<file path="src/design/mcpe_pkg.sv">
// shared types, constants and saturating arithmetic for the max-cut evaluator
`default_nettype none
package mcpe_pkg;

  // sizing
  localparam int MAX_VERTICES = 1024;
  localparam int ACC_BITS     = 48;
  localparam int ADDR_W       = $clog2(MAX_VERTICES);
  localparam int VX_W         = 10;
  localparam int W_W          = 32;
  localparam int OUT_W        = 48;
  localparam int QDEPTH       = 4;
  localparam int QPTR_W       = $clog2(QDEPTH);

  // input function codes
  localparam logic [1:0] FUNC_WRITE = 2'd0;
  localparam logic [1:0] FUNC_CUT   = 2'd1;
  localparam logic [1:0] FUNC_NBR   = 2'd2;

  // membership codes
  localparam logic [1:0] MEM_NONE = 2'd0;
  localparam logic [1:0] MEM_S    = 2'd1;
  localparam logic [1:0] MEM_COMP = 2'd2;

  typedef logic signed [ACC_BITS-1:0] acc_t;
  typedef logic signed [W_W-1:0]      wgt_t;

  localparam acc_t ACC_MAX = {1'b0, {(ACC_BITS-1){1'b1}}};
  localparam acc_t ACC_MIN = {1'b1, {(ACC_BITS-1){1'b0}}};

  // operation classes carried through the queue
  typedef enum logic [1:0] {
    OP_WRITE,
    OP_CUT,
    OP_NBR
  } op_e;

  // result kinds
  typedef enum logic {
    RES_CUT   = 1'b0,
    RES_SIGMA = 1'b1
  } res_e;

  // classified word as it sits in the queue
  typedef struct packed {
    op_e               kind;
    logic [ADDR_W-1:0] addr_a;
    logic [ADDR_W-1:0] addr_b;
    logic              a_ok;
    logic              b_ok;
    logic [1:0]        code;
    wgt_t              weight;
    logic              last;
  } op_t;

  // accumulator plus a link weight, clamped to the accumulator range
  function automatic acc_t sat_add(acc_t acc, wgt_t w);
    logic signed [ACC_BITS:0] sum;
    acc_t                     res;
    sum = {acc[ACC_BITS-1], acc} + {{(ACC_BITS+1-W_W){w[W_W-1]}}, w};
    if (sum[ACC_BITS] != sum[ACC_BITS-1]) begin
      res = sum[ACC_BITS] ? ACC_MIN : ACC_MAX;
    end else begin
      res = sum[ACC_BITS-1:0];
    end
    return res;
  endfunction

  // difference of two accumulators, clamped
  function automatic acc_t sat_sub(acc_t a, acc_t b);
    logic signed [ACC_BITS:0] dif;
    acc_t                     res;
    dif = {a[ACC_BITS-1], a} - {b[ACC_BITS-1], b};
    if (dif[ACC_BITS] != dif[ACC_BITS-1]) begin
      res = dif[ACC_BITS] ? ACC_MIN : ACC_MAX;
    end else begin
      res = dif[ACC_BITS-1:0];
    end
    return res;
  endfunction

  // accumulator value to output field width
  function automatic logic [OUT_W-1:0] to_out(acc_t v);
    return OUT_W'(v);
  endfunction

endpackage
`default_nettype wire

</file>
<file path="src/design/mcpe_queue.sv">
// short queue between the classifier and the execution pipeline
`default_nettype none
module mcpe_queue import mcpe_pkg::*; (
  input  wire logic clk_i,
  input  wire logic rst_ni,
  input  wire logic push_i,
  input  wire op_t  op_i,
  input  wire logic pop_i,
  output op_t       op_o,
  output logic      full_o,
  output logic      empty_o
);

  op_t               slot_q [QDEPTH];
  logic [QPTR_W-1:0] wr_ptr_q, wr_ptr_d;
  logic [QPTR_W-1:0] rd_ptr_q, rd_ptr_d;
  logic [QPTR_W:0]   cnt_q, cnt_d;
  logic              do_push, do_pop;

  assign full_o  = cnt_q == (QPTR_W+1)'(QDEPTH);
  assign empty_o = cnt_q == '0;
  assign do_push = push_i && !full_o;
  assign do_pop  = pop_i && !empty_o;
  assign op_o    = slot_q[rd_ptr_q];

  // pointer and fill bookkeeping
  always_comb begin
    wr_ptr_d = do_push ? wr_ptr_q + 1'b1 : wr_ptr_q;
    rd_ptr_d = do_pop ? rd_ptr_q + 1'b1 : rd_ptr_q;
    cnt_d    = cnt_q;
    if (do_push && !do_pop) begin
      cnt_d = cnt_q + 1'b1;
    end else if (do_pop && !do_push) begin
      cnt_d = cnt_q - 1'b1;
    end
  end

  always_ff @(posedge clk_i or negedge rst_ni) begin
    if (!rst_ni) begin
      wr_ptr_q <= '0;
      rd_ptr_q <= '0;
      cnt_q    <= '0;
    end else begin
      wr_ptr_q <= wr_ptr_d;
      rd_ptr_q <= rd_ptr_d;
      cnt_q    <= cnt_d;
    end
  end

  // storage slots
  always_ff @(posedge clk_i) begin
    if (do_push) begin
      slot_q[wr_ptr_q] <= op_i;
    end
  end

  ap_count_bound: assert property (@(posedge clk_i) disable iff (!rst_ni)
    cnt_q <= (QPTR_W+1)'(QDEPTH))
    else $error("queue count past depth");

  ap_ptr_gap: assert property (@(posedge clk_i) disable iff (!rst_ni)
    QPTR_W'(wr_ptr_q - rd_ptr_q) == QPTR_W'(cnt_q))
    else $error("queue pointers disagree with count");

  ap_pop_nonempty: assert property (@(posedge clk_i) disable iff (!rst_ni)
    pop_i |-> !empty_o)
    else $error("pop from empty queue");

endmodule
`default_nettype wire

</file>
<file path="config.mk">
export PLATFORM = sky130hd
export DESIGN_NAME = mcpe_queue
export DESIGN_NICKNAME = d
export VERILOG_FILES = /design/src/design/mcpe_pkg.sv /design/src/design/mcpe_queue.sv
export SDC_FILE = /design/constraint.sdc
export NUM_CORES = 1
export LEC_CHECK = 0
export CAP_MARGIN = 20
export CORE_ASPECT_RATIO = 0.6
export CORE_UTILIZATION = 42
export DETAILED_ROUTE_END_ITERATION = 8
export DONT_BUFFER_PORTS = 1
export GPL_TIMING_DRIVEN = 0
export HOLD_SLACK_MARGIN = 0.05
export PLACE_DENSITY = 0.67
export RECOVER_POWER = 25
export SYNTH_ARGS = -nofsm -noshare
export SYNTH_HDL_FRONTEND = slang
export SYNTH_SLANG_ARGS = --single-unit
</file>
<file path="constraint.sdc">
create_clock -name clk_i -period 3 [get_ports clk_i]
set_clock_uncertainty 0.2 [all_clocks]
set_input_delay 0 -clock clk_i [delete_from_list [all_inputs] [get_ports clk_i]]
set_output_delay 0 -clock clk_i [all_outputs]
set_load 0.1 [all_outputs]
</file>
* Yosys cells after proc, flatten, opt, wreduce, memory -nomap -nowiden
Memory sizes are Yosys's and may differ from the RTL's.
Cells that the tools add are included.
** Cells by class
- Divide/modulo/power cells :: 0
- Bitwise operators :: 0
- $lt $le $gt $ge :: 0
- Equal/unequal tests :: 1
- Multipliers :: 0
- Reduce and logical (&&, ||, !) cells :: 10
- $add $sub $neg :: 4
- Multiplexer cells :: 4
- Shifts and indexed selects :: 0
** Operators by type and width (count)
- two-way mux 3 bit :: 2
- adder 2 x 1 -> 2 bit, second input constant :: 2
- logical AND 1 bit :: 4
- zero test 1 bit :: 4
- adder 3 x 1 -> 3 bit, second input constant :: 1
- == test 3 bit, second input constant :: 1
- zero test 3 bit :: 1
- subtractor 3 x 1 -> 3 bit, second input constant :: 1
- two-way mux 1 bit :: 2
- nonzero test 2 bit :: 1
** Storage, ports and cells
- Bits in registers :: 7
- Latch bits :: 0
- Input bits :: 63
- Memory bits (read-only) :: 0
- Bits in writable memories :: 236
- Word-level logic and storage cells :: 23
- Memories :: 1
- Output and inout bits :: 61
** Memory list
- slot_q :: words 4, width 59, rd ports 1, clocked after Yosys merged registers in 0, write ports 1, line mcpe_queue.sv:14 : op_t slot_q [QDEPTH];

* Depth between registers and ports, before layout
- Depth in word-level cells :: 7
- Gate-level depth with buffers :: 9
- Gate-level depth less buffers :: 8

* Least setup slack after synthesis
Ideal clock, no wire load.
- Path type :: flip-flop to flip-flop
- From :: reg cnt_q[0]
- To :: mem slot_q[0][0] (netlist name) (enable)
- Setup slack :: -0.521 ns
- Arrival :: 2.798 ns
- Stages on the path, launching flop included :: 5
- Cells stage by stage :: dfrtp_1 nor3b_2 nor2b_1 buf_6 and2_1
** Between the ends
- Word-level cells in the longest chain between the ends :: 5
** Ends and longest elaborated chain
- start, declared :: line mcpe_queue.sv:17 : logic [QPTR_W:0] cnt_q, cnt_d;
- start signal, assigned :: line mcpe_queue.sv:46 : cnt_q <= cnt_d;
- == test 3 bit :: line mcpe_queue.sv:20 : assign full_o = cnt_q == (QPTR_W+1)'(QDEPTH);
- net full_o :: line mcpe_queue.sv:10 : output logic full_o,
- zero test 1 bit :: line mcpe_queue.sv:22 : assign do_push = push_i && !full_o;
- logical AND 1 bit :: line mcpe_queue.sv:22
- net do_push :: line mcpe_queue.sv:18 : logic do_push, do_pop;
- two-way mux 1 bit :: line mcpe_queue.sv:52 : if (do_push) begin
- two-way mux 1 bit (implied by the code) :: line mcpe_queue.sv:53 : slot_q[wr_ptr_q] <= op_i;
- end, declared :: line mcpe_queue.sv:14
The timed path passes the listed nets, and every way through them passes these cells.

* Final worst setup path
- From :: reg cnt_q[1]
- To :: reg cnt_q[1]
** RTL lines
- == test 3 bit :: line mcpe_queue.sv:20
- net full_o :: line mcpe_queue.sv:10
- zero test 1 bit :: line mcpe_queue.sv:22
- logical AND 1 bit :: line mcpe_queue.sv:22
- net do_push :: line mcpe_queue.sv:18
- logical AND 1 bit :: line mcpe_queue.sv:31 : if (do_push && !do_pop) begin
- two-way mux 3 bit :: line mcpe_queue.sv:31
- net cnt_d[1] :: line mcpe_queue.sv:17
The timed path passes the listed nets, and every way through them passes these cells. The select of a mux whose other input is x is not followed.
A chain may end at the register's enable or synchronous reset.

==> flow_metrics.py <==
metrics = {
    "finish": {
        "share_of_the_core_filled_with_cells_in_the_final_layout": 0.544,
        "area_used_by_multi_input_combinational_logic_mm2": 0.00158,
        "n_antenna_cell": 0,
        "flow.area_growth_from_synthesis_pct": 27.1,
        "layout-drive-gt1-share": 0.224,
        "finalNetCount": 567,
        "layout.area.seq_mm2": 0.00726,
        "final.fill_count": 1544,
    },
    "synthesis": {
        "synth_compound_gate_area_share": 0,
        "synthAdderAreaFrac": 0.00917,
        "synth_simple_gate_area_frac": 0.00694,
        "post_synthesis_share_of_cell_area_spent_on_xor_and_xnor_gates": 0.00583,
        "syn_inst": 345,
        "combinational_family_with_the_most_area_after_synthesis": "multiplexers",
        "synth_area_per_cell_um2": 26.1,
        "ys_seq_area_frac": 0.806,
        "synth_area_leader_cell": "sky130_fd_sc_hd__edfxtp_1",
        "yosys_warnings": 0,
        "synthesis.area_mm2": 0.00901,
        "yosysTopAreaCellShare": 0.787,
        "synth_cell_type_count": 22,
        "yosys-top-cells-area": "sky130_fd_sc_hd__edfxtp_1 (79%), sky130_fd_sc_hd__mux4_2 (14%), sky130_fd_sc_hd__dfrtp_1 (1.9%)",
        "ys_seq_elements": 243,
        "synth.area.mux_share": 0.151,
        "synth_nets": 414,
    },
    "timing": {
        "clock.fmax_mhz": 342,
        "final-max-slew-violation-count": 0,
        "final.period_utilization": 0.975,
        "timing.final.hold_violations": 0,
        "timing_worst_slew_pin_value_ps": 1090,
        "rsz0062_at_grt": "no",
        "period_needed_ps": 2920,
        "finalSetupViolations": 0,
        "final.setup.tns_ps": 0,
        "slew-limit-headroom": 0.273,
    },
    "worst_setup_path": {
        "worstSetupStartpoint": "cnt_q[1]$_DFFE_PN0P_",
        "worstRegToRegCells": 7,
        "worst-setup-path-type": "reg2reg",
        "crit-reg2reg-launch": "cnt_q[1]$_DFFE_PN0P_",
        "r2r_end": "cnt_q[1]$_DFFE_PN0P_",
        "critPathCaptureType": "flip-flop",
        "worst_ep_required_time_ps": 3170,
        "cp_data_arrival_time_ps": 3100,
        "worstSetupStartpointType": "flip-flop",
        "slowest_delay_ps": 900,
        "endpoint": "cnt_q[1]$_DFFE_PN0P_",
        "cpMaxStageDelayCell": "sky130_fd_sc_hd__nor3b_4",
        "rrSetupSlack_ps": 80,
        "timing.critical_path.fanout_max": 7,
        "path_cells": "nor3b_4 > nor2b_2 > buf_6 > ha_1 > inv_1 > fa_1 > mux2_2",
    },
    "global_routing": {
        "grt_max_degree": 41,
        "antenna_found_initial": 0,
        "wire_length_of_the_first_global_routing_pass_um": 25700,
        "number_of_global_route_vias_before_repair": 4308,
        "grt_remaining_overflow": 0,
        "global_route.usage.total": 0.158,
    },
    "drt": {
        "wirelength_um": 17000,
        "wl_per_cell_um": 21.5,
        "ant_nets": 0,
        "routed_via_density": 5.09,
        "remaining_drc_errors": 0,
        "initialDrtViolationCount": 236,
        "detailroute.via_count": 4032,
        "drt_first_pass_iters": 4,
    },
    "die": {
        "initial_cell_density_of_the_core": 0.428,
        "die_h_um": 115,
        "area_enclosed_by_the_die_boundary_mm2": 0.0221,
        "fp-row-count": 41,
        "fp.dieW_um": 191,
        "pin_count": 124,
        "core_mm2": 0.0210,
    },
    "clock_tree": {
        "tritoncts": "done",
        "clock_transition_at_the_registers_of_the_reported_paths_ps": 60,
        "cts_num_sinks": 243,
        "cts-root-to-sink-buffers": 3,
        "cts_buffers": 23,
        "worst_skew_pair.late_latency_ps": 490,
        "cts_max_level": 1,
        "cts_root_buffer": "sky130_fd_sc_hd__clkbuf_16",
    },
    "placed_design": {
        "gp_routability_congestion": 0.783,
        "dp.final_hpwl_um": 9760,
        "port_buffers": 0,
    },
    "hold_path": {
        "worstHoldPathType": "in2reg",
    },
    "outcome": {
        "status": "completed",
    },
    "flow_run": {
        "maxCapViolCount": 0,
    },
}
==> kinds of logic (layout without fill, tap and decap cells) <==
group                      count (synthesis)  in the layout
muxes                                     61             61
adders and majority gates                  6              6
and+or+nand+nor                           10             10
xor gates and xnor gates                   6              6
DFF                                      243            243
buffers and inverters                     19            187
==> area by class of cell <==
class / instances / share of cell area
multi-input cells: 83 / 0.138
repair buffers: 128 / 0.116
inverters: 4 / 0.00131
plain buffers: 15 / 0.0154
clock inverters: 10 / 0.0118
flip-flops and latches: 243 / 0.634
well taps: 279 / 0.0305
clock buffers: 30 / 0.0526
==> state kept, by name, summed over array words and instances (netlist names) <==
name and count:
rd_ptr_q 2, cnt_q 3, wr_ptr_q 2, slot_q 236
==> layout by cell type, fill, tap and decap left out, drive strengths merged, types with 3 or more instances in the layout <==
cell and n:
and2 4, buf 19, bufinv 3, clkbuf 31, clkinv 7, dfrtp 7
dlygate4sd3 123, edfxtp 236, ha 5, inv 4, mux4 59, xnor2 4
==> per-stage QoR <==
| step | instance area [um2] | instances | setup slack, ps | hold WS (ps) |
|---|---|---|---|---|
| floorplan | 9020 | 345 | 155 | -496 |
| global placement | 9370 | 624 | -123 | -495 |
| detailed placement | 9470 | 628 | 48.4 | -495 |
| CTS | 11400 | 791 | 27.9 | 75.7 |
| global route | 11400 | 792 | 10.2 | 126 |
| finish | 11400 | 792 | 75.5 | 132 |
==> critical path, delay by kind of cell (launching register included) <==
kind	cells	cell delay [ps]
adders and majority gates	2	630
buffers and inverters	2	260
DFF	1	440
muxes	1	270
and+or+nand+nor	2	1000
==> cell usage after synthesis <==
| library cell | number |
|---|---|
| sky130_fd_sc_hd__and2_1 | 4 |
| sky130_fd_sc_hd__buf_12 | 6 |
| sky130_fd_sc_hd__buf_2 | 6 |
| sky130_fd_sc_hd__buf_6 | 2 |
| sky130_fd_sc_hd__clkbuf_1 | 1 |
| sky130_fd_sc_hd__dfrtp_1 | 7 |
| sky130_fd_sc_hd__edfxtp_1 | 236 |
| sky130_fd_sc_hd__fa_1 | 1 |
| sky130_fd_sc_hd__ha_1 | 5 |
| sky130_fd_sc_hd__inv_1 | 4 |
| sky130_fd_sc_hd__mux2_2 | 1 |
| sky130_fd_sc_hd__mux2_4 | 1 |
| sky130_fd_sc_hd__mux4_1 | 1 |
| sky130_fd_sc_hd__mux4_2 | 58 |
| sky130_fd_sc_hd__nand2_1 | 1 |
| sky130_fd_sc_hd__nand3_1 | 1 |
| sky130_fd_sc_hd__nor2_1 | 1 |
| sky130_fd_sc_hd__nor2b_1 | 1 |
| sky130_fd_sc_hd__nor3b_2 | 1 |
| sky130_fd_sc_hd__or3_1 | 1 |
| sky130_fd_sc_hd__xnor2_1 | 4 |
| sky130_fd_sc_hd__xor2_1 | 2 |
==> how the worst min path moves through the flow <==
stage               startpoint                       to  slack, ps  cells after the start
floorplan               rst_ni     cnt_q[0]$_DFFE_PN0P_       -500                      0
global placement        rst_ni     cnt_q[2]$_DFFE_PN0P_       -500                      0
detailed placement      rst_ni     cnt_q[1]$_DFFE_PN0P_       -500                      0
CTS                      pop_i  rd_ptr_q[1]$_DFFE_PN0P_         80                      3
global route             pop_i  rd_ptr_q[1]$_DFFE_PN0P_        130                      3
finish                   pop_i  rd_ptr_q[1]$_DFFE_PN0P_        130                      3
==> routing by layer <==
metal  vias to the layer above  GRT usage  routed length [um]
met1                      2107      0.217                7700
met5                         -          0                   0
met2                       124      0.252                7820
met3                        18     0.0500                1300
li1                       1783          -                   -
met4                         0     0.0265                 206
==> what timing repair did <==
action,CTS,global route
buffers inserted,0,1
gates resized for setup,0,2
endpoints found under the hold margin,292,0
hold buffers,123,0
setup endpoints to repair,0,2
Power is not shown: default switching activity piles up to over one toggle a cycle in this logic, so the estimate is an artifact.
