## config.mk

```make
export PLATFORM = sky130hd
export DESIGN_NAME = mcpe_back
export DESIGN_NICKNAME = d
export VERILOG_FILES = /design/src/design/mcpe_pkg.sv /design/src/design/mcpe_back.sv
export SDC_FILE = /design/constraint.sdc
export NUM_CORES = 2
export LEC_CHECK = 0
export BUFFER_PORTS_ARGS = -buffer_cell sky130_fd_sc_hd__buf_2
export CORE_ASPECT_RATIO = 2
export CORE_MARGIN = 2
export CORE_UTILIZATION = 40
export DETAILED_ROUTE_END_ITERATION = 10
export GPL_ROUTABILITY_DRIVEN = 1
export GPL_TIMING_DRIVEN = 0
export PLACE_DENSITY_LB_ADDON = 0.25
export SETUP_SLACK_MARGIN = 0.15
export SLEW_MARGIN = 20
export SYNTH_ARGS = -nofsm -noshare
export SYNTH_HDL_FRONTEND = slang
export SYNTH_SLANG_ARGS = --single-unit
```

## constraint.sdc

```tcl
create_clock -name clk_i -period 42.2 [get_ports clk_i]
set_input_delay 4.22 -clock clk_i [delete_from_list [all_inputs] [get_ports clk_i]]
set_output_delay 4.22 -clock clk_i [all_outputs]
set_load 0.005 [all_outputs]
```

## src/design/mcpe_pkg.sv

```systemverilog
// shared types, constants and saturating arithmetic for the max-cut evaluator
`default_nettype none
package mcpe_pkg;

  // sizing
  localparam int MAX_VERTICES = 1024;
  localparam int ACC_BITS     = 48;
  localparam int ADDR_W       = $clog2(MAX_VERTICES);
  localparam int VX_W         = 10;
  localparam int W_W          = 32;
  localparam int OUT_W        = 48;
  localparam int QDEPTH       = 4;
  localparam int QPTR_W       = $clog2(QDEPTH);

  // input function codes
  localparam logic [1:0] FUNC_WRITE = 2'd0;
  localparam logic [1:0] FUNC_CUT   = 2'd1;
  localparam logic [1:0] FUNC_NBR   = 2'd2;

  // membership codes
  localparam logic [1:0] MEM_NONE = 2'd0;
  localparam logic [1:0] MEM_S    = 2'd1;
  localparam logic [1:0] MEM_COMP = 2'd2;

  typedef logic signed [ACC_BITS-1:0] acc_t;
  typedef logic signed [W_W-1:0]      wgt_t;

  localparam acc_t ACC_MAX = {1'b0, {(ACC_BITS-1){1'b1}}};
  localparam acc_t ACC_MIN = {1'b1, {(ACC_BITS-1){1'b0}}};

  // operation classes carried through the queue
  typedef enum logic [1:0] {
    OP_WRITE,
    OP_CUT,
    OP_NBR
  } op_e;

  // result kinds
  typedef enum logic {
    RES_CUT   = 1'b0,
    RES_SIGMA = 1'b1
  } res_e;

  // classified word as it sits in the queue
  typedef struct packed {
    op_e               kind;
    logic [ADDR_W-1:0] addr_a;
    logic [ADDR_W-1:0] addr_b;
    logic              a_ok;
    logic              b_ok;
    logic [1:0]        code;
    wgt_t              weight;
    logic              last;
  } op_t;

  // accumulator plus a link weight, clamped to the accumulator range
  function automatic acc_t sat_add(acc_t acc, wgt_t w);
    logic signed [ACC_BITS:0] sum;
    acc_t                     res;
    sum = {acc[ACC_BITS-1], acc} + {{(ACC_BITS+1-W_W){w[W_W-1]}}, w};
    if (sum[ACC_BITS] != sum[ACC_BITS-1]) begin
      res = sum[ACC_BITS] ? ACC_MIN : ACC_MAX;
    end else begin
      res = sum[ACC_BITS-1:0];
    end
    return res;
  endfunction

  // difference of two accumulators, clamped
  function automatic acc_t sat_sub(acc_t a, acc_t b);
    logic signed [ACC_BITS:0] dif;
    acc_t                     res;
    dif = {a[ACC_BITS-1], a} - {b[ACC_BITS-1], b};
    if (dif[ACC_BITS] != dif[ACC_BITS-1]) begin
      res = dif[ACC_BITS] ? ACC_MIN : ACC_MAX;
    end else begin
      res = dif[ACC_BITS-1:0];
    end
    return res;
  endfunction

  // accumulator value to output field width
  function automatic logic [OUT_W-1:0] to_out(acc_t v);
    return OUT_W'(v);
  endfunction

endpackage
`default_nettype wire

```

## src/design/mcpe_back.sv

```systemverilog
// execution pipeline: membership table, accumulators, delta and result register
`default_nettype none
module mcpe_back import mcpe_pkg::*; (
  input  wire logic              clk_i,
  input  wire logic              rst_ni,
  input  wire op_t               op_i,
  input  wire logic              q_empty_i,
  output logic                   pop_o,
  output logic                   clearing_o,
  output logic                   out_valid_o,
  input  wire logic              out_ready_i,
  output logic                   kind_o,
  output logic [OUT_W-1:0]       cut_weight_o,
  output logic [OUT_W-1:0]       sigma_in_s_o,
  output logic [OUT_W-1:0]       sigma_in_comp_o,
  output logic [OUT_W-1:0]       move_delta_o
);

  // membership table and clear sweep
  logic [1:0]        membership_q [MAX_VERTICES];
  logic              clearing_q, clearing_d;
  logic [ADDR_W-1:0] clr_cnt_q, clr_cnt_d;
  logic [1:0]        rd_a_q, rd_b_q;

  // stage two: table codes back, accumulate
  logic              v2_q, v2_d;
  op_e               kind2_q;
  logic              last2_q, a_ok2_q, b_ok2_q;
  wgt_t              w2_q;
  acc_t              cut_sum_q, cut_sum_d;
  acc_t              s_sum_q, s_sum_d;
  acc_t              comp_sum_q, comp_sum_d;
  logic [1:0]        code_a, code_b;
  acc_t              cut_new, s_new, comp_new;

  // stage three: finished run, delta
  logic              v3_q, v3_d;
  res_e              kind3_q;
  acc_t              sum_a3_q, sum_b3_q;
  logic              a_in3_q;
  acc_t              delta;
  logic              load3;

  // result register
  logic              out_valid_q, out_valid_d;
  res_e              kind_q;
  logic [OUT_W-1:0]  cut_q, s_q, comp_q, delta_q;

  logic adv;

  // whole pipeline holds while a result waits on a stalled consumer
  assign adv        = !out_valid_q || out_ready_i;
  assign pop_o      = adv && !q_empty_i && !clearing_q;
  assign clearing_o = clearing_q;

  // clear sweep over the table after reset
  always_comb begin
    clearing_d = clearing_q;
    clr_cnt_d  = clr_cnt_q;
    if (clearing_q) begin
      clr_cnt_d = clr_cnt_q + 1'b1;
      if (clr_cnt_q == ADDR_W'(MAX_VERTICES - 1)) begin
        clearing_d = 1'b0;
      end
    end
  end

  // table write and the two registered reads
  always_ff @(posedge clk_i) begin
    if (clearing_q) begin
      membership_q[clr_cnt_q] <= MEM_NONE;
    end else if (pop_o && op_i.kind == OP_WRITE && op_i.a_ok) begin
      membership_q[op_i.addr_a] <= op_i.code;
    end
    if (pop_o) begin
      rd_a_q <= membership_q[op_i.addr_a];
      rd_b_q <= membership_q[op_i.addr_b];
    end
  end

  // stage two payload
  always_ff @(posedge clk_i) begin
    if (pop_o) begin
      kind2_q <= op_i.kind;
      last2_q <= op_i.last;
      a_ok2_q <= op_i.a_ok;
      b_ok2_q <= op_i.b_ok;
      w2_q    <= op_i.weight;
    end
  end

  assign v2_d = adv ? (pop_o && op_i.kind != OP_WRITE) : v2_q;

  // saturating accumulate
  always_comb begin
    code_a   = a_ok2_q ? rd_a_q : MEM_NONE;
    code_b   = b_ok2_q ? rd_b_q : MEM_NONE;
    cut_new  = ((code_a == MEM_S) != (code_b == MEM_S)) ? sat_add(cut_sum_q, w2_q)
                                                        : cut_sum_q;
    s_new    = (code_b == MEM_S) ? sat_add(s_sum_q, w2_q) : s_sum_q;
    comp_new = (code_b == MEM_COMP) ? sat_add(comp_sum_q, w2_q) : comp_sum_q;
  end

  always_comb begin
    cut_sum_d  = cut_sum_q;
    s_sum_d    = s_sum_q;
    comp_sum_d = comp_sum_q;
    if (adv && v2_q) begin
      case (kind2_q)
        OP_CUT: begin
          cut_sum_d = last2_q ? '0 : cut_new;
        end
        OP_NBR: begin
          s_sum_d    = last2_q ? '0 : s_new;
          comp_sum_d = last2_q ? '0 : comp_new;
        end
        default: begin
          cut_sum_d = cut_sum_q;
        end
      endcase
    end
  end

  // hand a finished run to stage three
  assign load3 = adv && v2_q && last2_q;
  assign v3_d  = adv ? (v2_q && last2_q) : v3_q;

  always_ff @(posedge clk_i) begin
    if (load3) begin
      kind3_q  <= (kind2_q == OP_CUT) ? RES_CUT : RES_SIGMA;
      sum_a3_q <= (kind2_q == OP_CUT) ? cut_new : s_new;
      sum_b3_q <= comp_new;
      a_in3_q  <= code_a == MEM_S;
    end
  end

  // move gain
  assign delta = a_in3_q ? sat_sub(sum_a3_q, sum_b3_q) : sat_sub(sum_b3_q, sum_a3_q);

  // result register
  assign out_valid_d = adv ? v3_q : out_valid_q;

  always_ff @(posedge clk_i) begin
    if (adv && v3_q) begin
      kind_q <= kind3_q;
      if (kind3_q == RES_CUT) begin
        cut_q   <= to_out(sum_a3_q);
        s_q     <= '0;
        comp_q  <= '0;
        delta_q <= '0;
      end else begin
        cut_q   <= '0;
        s_q     <= to_out(sum_a3_q);
        comp_q  <= to_out(sum_b3_q);
        delta_q <= to_out(delta);
      end
    end
  end

  // control and accumulator registers
  always_ff @(posedge clk_i or negedge rst_ni) begin
    if (!rst_ni) begin
      clearing_q  <= 1'b1;
      clr_cnt_q   <= '0;
      v2_q        <= 1'b0;
      v3_q        <= 1'b0;
      out_valid_q <= 1'b0;
      cut_sum_q   <= '0;
      s_sum_q     <= '0;
      comp_sum_q  <= '0;
    end else begin
      clearing_q  <= clearing_d;
      clr_cnt_q   <= clr_cnt_d;
      v2_q        <= v2_d;
      v3_q        <= v3_d;
      out_valid_q <= out_valid_d;
      cut_sum_q   <= cut_sum_d;
      s_sum_q     <= s_sum_d;
      comp_sum_q  <= comp_sum_d;
    end
  end

  assign out_valid_o     = out_valid_q;
  assign kind_o          = kind_q;
  assign cut_weight_o    = cut_q;
  assign sigma_in_s_o    = s_q;
  assign sigma_in_comp_o = comp_q;
  assign move_delta_o    = delta_q;

  ap_no_pop_while_clearing: assert property (@(posedge clk_i) disable iff (!rst_ni)
    clearing_q |-> !pop_o)
    else $error("queue popped during table clear");

  ap_cut_cleared_after_run: assert property (@(posedge clk_i) disable iff (!rst_ni)
    (adv && v2_q && last2_q && kind2_q == OP_CUT) |=> cut_sum_q == '0)
    else $error("cut accumulator not cleared after run");

  ap_cut_result_fields: assert property (@(posedge clk_i) disable iff (!rst_ni)
    (out_valid_q && kind_q == RES_CUT) |-> (s_q == '0 && comp_q == '0 && delta_q == '0))
    else $error("cut result carries sigma fields");

  ap_sigma_result_fields: assert property (@(posedge clk_i) disable iff (!rst_ni)
    (out_valid_q && kind_q == RES_SIGMA) |-> cut_q == '0)
    else $error("sigma result carries cut field");

endmodule
`default_nettype wire

```

==> Yosys cells after proc, flatten, opt, wreduce, memory -nomap -nowiden <==
Memory sizes are Yosys's and may differ from the RTL's. A register that Yosys moved wholly into a read port is not among the register bits.
Index checks and enable logic that the tools add are counted.
{ "classes": {"add_sub_neg": 6, "n_eq_ne": 12, "mux": 31, "n_reduce_logical": 18} }
{ "op_table": {"columns": ["operator", "count"], "rows": [
  ["48-bit 2-to-1 mux", 18],
  ["48-bit by 32-bit adder with 49-bit output", 3],
  ["48-bit by 48-bit subtractor with 49-bit output", 2],
  ["10-bit by 1-bit adder with 10-bit output (second input constant)", 1],
  ["10-bit == test (second input constant)", 1],
  ["10-bit 2-to-1 mux", 1],
  ["1-bit logical AND", 9],
  ["1-bit 2-to-1 mux", 9],
  ["2-bit by 1-bit == test with 1-bit output (second input constant)", 3],
  ["2-bit 2-to-1 mux", 3],
  ["1-bit inequality test", 6],
  ["2-bit == test (second input constant)", 2],
  ["2-bit AND reduction", 2],
  ["1-bit zero test", 3],
  ["2-bit zero test", 1],
  ["2-bit nonzero test", 1],
  ["2-bit OR reduction", 1],
  ["1-bit logical OR", 1]
]} }
{ "word_totals": {"regBits": 486, "mem_bits_rw": 2048, "inputBits": 63, "out_inout_bits": 196, "wordCells": 90, "mem_count": 1} }
{ "memory_table": {"columns": ["name", "depth", "width", "rd", "rd_ports_with_merged_regs", "write_ports", "line_no", "rtl"], "rows": [
  ["membership_q", 1024, 2, 2, 2, 1, "mcpe_back.sv:20", "logic [1:0] membership_q [MAX_VERTICES];"]
]} }

==> Logic depth before layout (Yosys ltp) <==
{ "depth": {"ltp_word": 11, "depth_mapped": 15, "depth_no_buf": 13} }

==> Worst setup path before layout <==
OpenSTA, ideal clock, no wires.
{ "synth_path": {"kind": "input to register", "from": "input out_ready_i", "to": "memory membership_q[0][0], data pin", "setup_ns": 4.966, "arrival_time_ns": 31.825, "path_slack_ns": 5.409, "stages": 6, "path_buffers": 2, "cell_sequence": "nor2b_1 > nor3_1 > nand3_1 > clkbuf_1 > clkbuf_1 > nor2_1"} }
{ "synth_between": {"elab_chain_len": 10} }
{ "synth_rtl": {"columns": ["item", "line_no", "rtl"], "rows": [
  ["start: declaration", "mcpe_back.sv:11", "input wire logic out_ready_i,"],
  ["1-bit logical OR", "mcpe_back.sv:52", "assign adv = !out_valid_q || out_ready_i;"],
  ["1-bit logical AND (2 in series)", "mcpe_back.sv:53", "assign pop_o = adv && !q_empty_i && !clearing_q;"],
  ["via pop_o", "mcpe_back.sv:8", "output logic pop_o,"],
  ["1-bit logical AND (2 in series)", "mcpe_back.sv:72", "end else if (pop_o && op_i.kind == OP_WRITE && op_i.a_ok) begin"],
  ["1-bit 2-to-1 mux", "mcpe_back.sv:72", null],
  ["1-bit 2-to-1 mux", "mcpe_back.sv:70", "if (clearing_q) begin"],
  ["1-bit 2-to-1 mux (implied by the code)", "mcpe_back.sv:73", "membership_q[op_i.addr_a] <= op_i.code;"],
  ["2-bit OR reduction (no source line)", null, null],
  ["2-bit 2-to-1 mux (no source line)", null, null],
  ["end: declaration", "mcpe_back.sv:20", null]
]} }
The timed path passes the listed nets, and every way through them passes these cells.

==> Worst setup path in the final report <==
{ "layout_path": {"from": "input out_ready_i", "to": "output pop_o"} }
{ "layout_between": {"elab_chain_len": 3} }
{ "layout_rtl": {"columns": ["item", "line_no"], "rows": [
  ["1-bit logical OR", "mcpe_back.sv:52"],
  ["1-bit logical AND (2 in series)", "mcpe_back.sv:53"],
  ["end: declaration", "mcpe_back.sv:8"]
]} }
Every way passes these cells.

==> flow_metrics.env <==
export IMPL_io_pin_count=259
export IMPL_ys_seq_elements=2538
export IMPL_synth_ff_type="edfxtp_1"
export IMPL_dr_max_layer_used="met5"
export IMPL_drt_total_wl_um=680500
export IMPL_synthTopCellsByCount="edfxtp_1 (2,380), nor2_1 (1,430), mux4_2 (1,344)"
export IMPL_grt_overflow_total=0
export IMPL_die_area_um2=338100
export IMPL_synthMuxAreaShare=0.2284
export IMPL_grt_pass1_wl_um=883400
export IMPL_p_switching_w=0.001939
export IMPL_max_cap_violations=0
export IMPL_startpoint_type="input pin"
export IMPL_initial_utilization=0.4021
export IMPL_hp_class="flip-flop to flip-flop"
export IMPL_synth_distinct_cells=99
export IMPL_drive_gt1_frac=0.2730
export IMPL_fin_tns_setup_ns=0
export IMPL_syn_inst=9061
export IMPL_arrival_ns=5.58
export IMPL_cts_htree_levels=4
export IMPL_yosys_warnings=0
export IMPL_path_clk_slew_ns=0.06
export IMPL_first_iter_violations=12460
export IMPL_cts_made_buffers=239
export IMPL_synth_xor_area_share=0.01459
export IMPL_hp_start="kind3_q$_DFFE_PP_"
export IMPL_skew_ns=0.1139
export IMPL_worst_path_max_fanout=11
export IMPL_layout_cells_non_filler=14540
export IMPL_grt_max_degree=82
export IMPL_dieWidth_um=412.2
export IMPL_holdBufCountCts=0
export IMPL_cp_end_kind="primary output"
export IMPL_antenna_found_initial=76
export IMPL_peakVddDrop_v=0.00004737
export IMPL_grt_usage=0.4000
export IMPL_r2r_end="sum_a3_q[14]$_DFFE_PP_"
export IMPL_status="finished clean"
export IMPL_nets=10120
export IMPL_synth_edf_count=2380
export IMPL_vias_per_cell=6.729
export IMPL_p_clk_frac=0.364
export IMPL_clock_fmax_mhz=102.1
export IMPL_synth_compound_area_frac=0.06674
export IMPL_internal_power_w=0.004427
export IMPL_clk_latency_ns=1.05
export IMPL_setup_viol=0
export IMPL_cts_resized=0
export IMPL_leakage_nw=50.14
export IMPL_dp_cells=13930
export IMPL_drv_slew=0
export IMPL_hold_violations=0
export IMPL_worst_setup_path_type="input pin to primary output"
export IMPL_min_period_ns=9.797
export IMPL_rows=299
export IMPL_regToRegStartpoint="w2_q[0]$_DFFE_PP_"
export IMPL_fin_crit_sh=0.2321
export IMPL_cts_sinks=2538
export IMPL_yosysTopAreaCellShare=0.5363
export IMPL_cts_setup_buffers=0
export IMPL_whs_path_depth=0
export IMPL_ys_async_sr_fraction=0.06225
export IMPL_power_density_nw_per_um2=41.14
export IMPL_core_um2=331500
export IMPL_met3WireLength_um=58840
export IMPL_place_ws_ns=32.30
export IMPL_ctsRootBufferMaster="clkbuf_16"
export IMPL_final_area_um2=154700
export IMPL_num_vias=97800
export IMPL_min_to="kind_o$_DFFE_PP_"
export IMPL_maxSlewHeadroom=0.1145
export IMPL_fin_ws_ns=32.40
export IMPL_yosysMostFrequentCell="edfxtp_1"
export IMPL_synth_adder_area_share=0.02368
export IMPL_cts_buffer_depth=4
export IMPL_drt_first_pass_iters=8
export IMPL_met1_length_um=176200
export IMPL_worst_slew_pin_slew_ns=1.328
export IMPL_switching_share=0.3046
export IMPL_dr_wl_met2_um=335200
export IMPL_wl_per_cell_um=46.82
export IMPL_power_frac_comb=0.187
export IMPL_yosys_area_top_type="edfxtp_1"
export IMPL_rrSetupSlack_ns=35.66
export IMPL_dpl_instance_area_um2=146200
export IMPL_synth_seq_area_share=0.5659
export IMPL_routabilityCongestion=1.067
export IMPL_cp_required_ns=37.98
export IMPL_synth_top_family_by_area="multiplexers"
export IMPL_worstRegToRegCells=12
export IMPL_ys_top_cells_by_area="edfxtp_1 (54%), mux4_2 (23%), nor2_1 (4.0%), dfrtp_1 (2.9%), ha_1 (2.3%)"
export IMPL_io_buffers=245
export IMPL_synth_simple_gate_area_frac=0.07355
export IMPL_syn_area_um2=133300
export IMPL_rsz0062_at_grt="false"
export IMPL_grt_pass1_vias=98350
export IMPL_cts_tree="done"
export IMPL_postRouteAntennaNets=0
export IMPL_synthesis_nets=9370
export IMPL_die_height_um=820.3
export IMPL_p_seq_frac=0.448
export IMPL_dpl_hpwl_um=533700
export IMPL_drc=0
export IMPL_synth_avg_cell_area_um2=14.71
export IMPL_area_growth_pct=16.10
registers in the layout, summed over array words and instances (netlist names), 2 cells and up:
| register | cells |
|---|---|
| w2_q | 32 |
| sum_b3_q | 48 |
| move_delta_o | 48 |
| comp_sum_q | 48 |
| rd_a_q | 2 |
| sum_a3_q | 48 |
| cut_sum_q | 48 |
| membership_q | 2048 |
| cut_weight_o | 48 |
| kind2_q | 2 |
| s_sum_q | 48 |
| sigma_in_s_o | 48 |
| rd_b_q | 2 |
| clr_cnt_q | 10 |
| sigma_in_comp_o | 48 |
power by group through the flow:
| stage | logic, W | clock network, W | registers, W |
|---|---|---|---|
| finish | 0.00119 | 0.00232 | 0.00285 |
| CTS | 0.00115 | 0.00232 | 0.00285 |
| detailed placement | 0.00115 | 0 | 0.00291 |
| global placement | 0.00110 | 0 | 0.00294 |
| floorplan | 0.000627 | 0 | 0.00289 |
| global route | 0.00122 | 0.00240 | 0.00285 |
layout make-up:
type	count	area, um^2
fill	29310	176700
sequential	2538	75420
multi-input combinational	5621	54490
timing repair buffer	504	6928
clock buffer	266	6123
tap	4364	5460
buffer	739	3341
clock inverter	170	1927
inverter	163	611.8
antenna	170	425.4
metal layers:
metal	GRT usage	vias to the layer above
li1	-	37430
met1	0.3407	49730
met2	0.6718	7453
met3	0.1011	3167
met4	0.5252	12
met5	0.0002850	-
how the worst max path moves through the flow:
| stage | from | to | slack (ns) | depth (start not counted) |
|---|---|---|---|---|
| 2_1_floorplan | out_ready_i | membership_q[0][0]$_DFFE_PP_ | 5.41 | 6 |
| 3_3_place_gp | out_ready_i | membership_q[61][0]$_DFFE_PP_ | -25.42 | 7 |
| 3_5_place_dp | out_ready_i | pop_o | 32.30 | 6 |
| 4_1_cts | out_ready_i | pop_o | 32.30 | 6 |
| 5_1_grt | out_ready_i | pop_o | 32.27 | 6 |
| 6_report | out_ready_i | pop_o | 32.40 | 6 |
kinds of logic (layout without fill, tap and decap cells):
kind of cell | Yosys count | in the layout
flops | 2538 | 2538
buf+inv | 902 | 1842
compound gates | 1436 | 1436
mux | 1359 | 1359
fa+ha+maj | 250 | 250
other cells | 0 | 170
xor+xnor | 222 | 222
simple gates | 2354 | 2354
metrics by stage:
step | hold slack, ns | power, W | util
final | 0.4527 | 0.006366 | 0.4668
after global routing | 0.4782 | 0.006480 | 0.4662
after CTS | 0.4545 | 0.006325 | 0.4654
after detailed placement | 0.4443 | 0.004055 | 0.4411
after global placement | 0.4363 | 0.004045 | 0.4223
after floorplan | 0.4244 | 0.003518 | -
worst max-delay path: stages:
cell and delay [ns]:
buf_2 0.09, nor2b_1 0.09, nor3_2 0.52, buf_4 0.31, buf_4 0.20, buf_2 0.13
cell usage in the layout (no fill, tap or decap), types with 59 or more instances in the layout:
master | synthesis | final
edfxtp_1 | 2380 | 2380
nor2_1 | 1430 | 1425
mux4_2 | 1344 | 1344
nand2_1 | 491 | 491
a21oi_1 | 443 | 438
buf_2 | 156 | 422
o21ai_0 | 383 | 382
clkbuf_1 | 504 | 313
ha_1 | 241 | 241
clkbuf_16 | 0 | 240
clkbuf_2 | 3 | 206
diode_2 | 0 | 170
inv_1 | 163 | 163
dfrtp_1 | 157 | 157
xnor2_1 | 143 | 143
buf_12 | 0 | 134
a21o_1 | 98 | 98
buf_16 | 0 | 98
nand3_1 | 83 | 83
xor2_1 | 79 | 79
nor3_1 | 75 | 71
nand4_1 | 67 | 67
o21bai_1 | 64 | 64
a22oi_1 | 61 | 59
No activity file was read; power rests on OpenSTA's default activity.
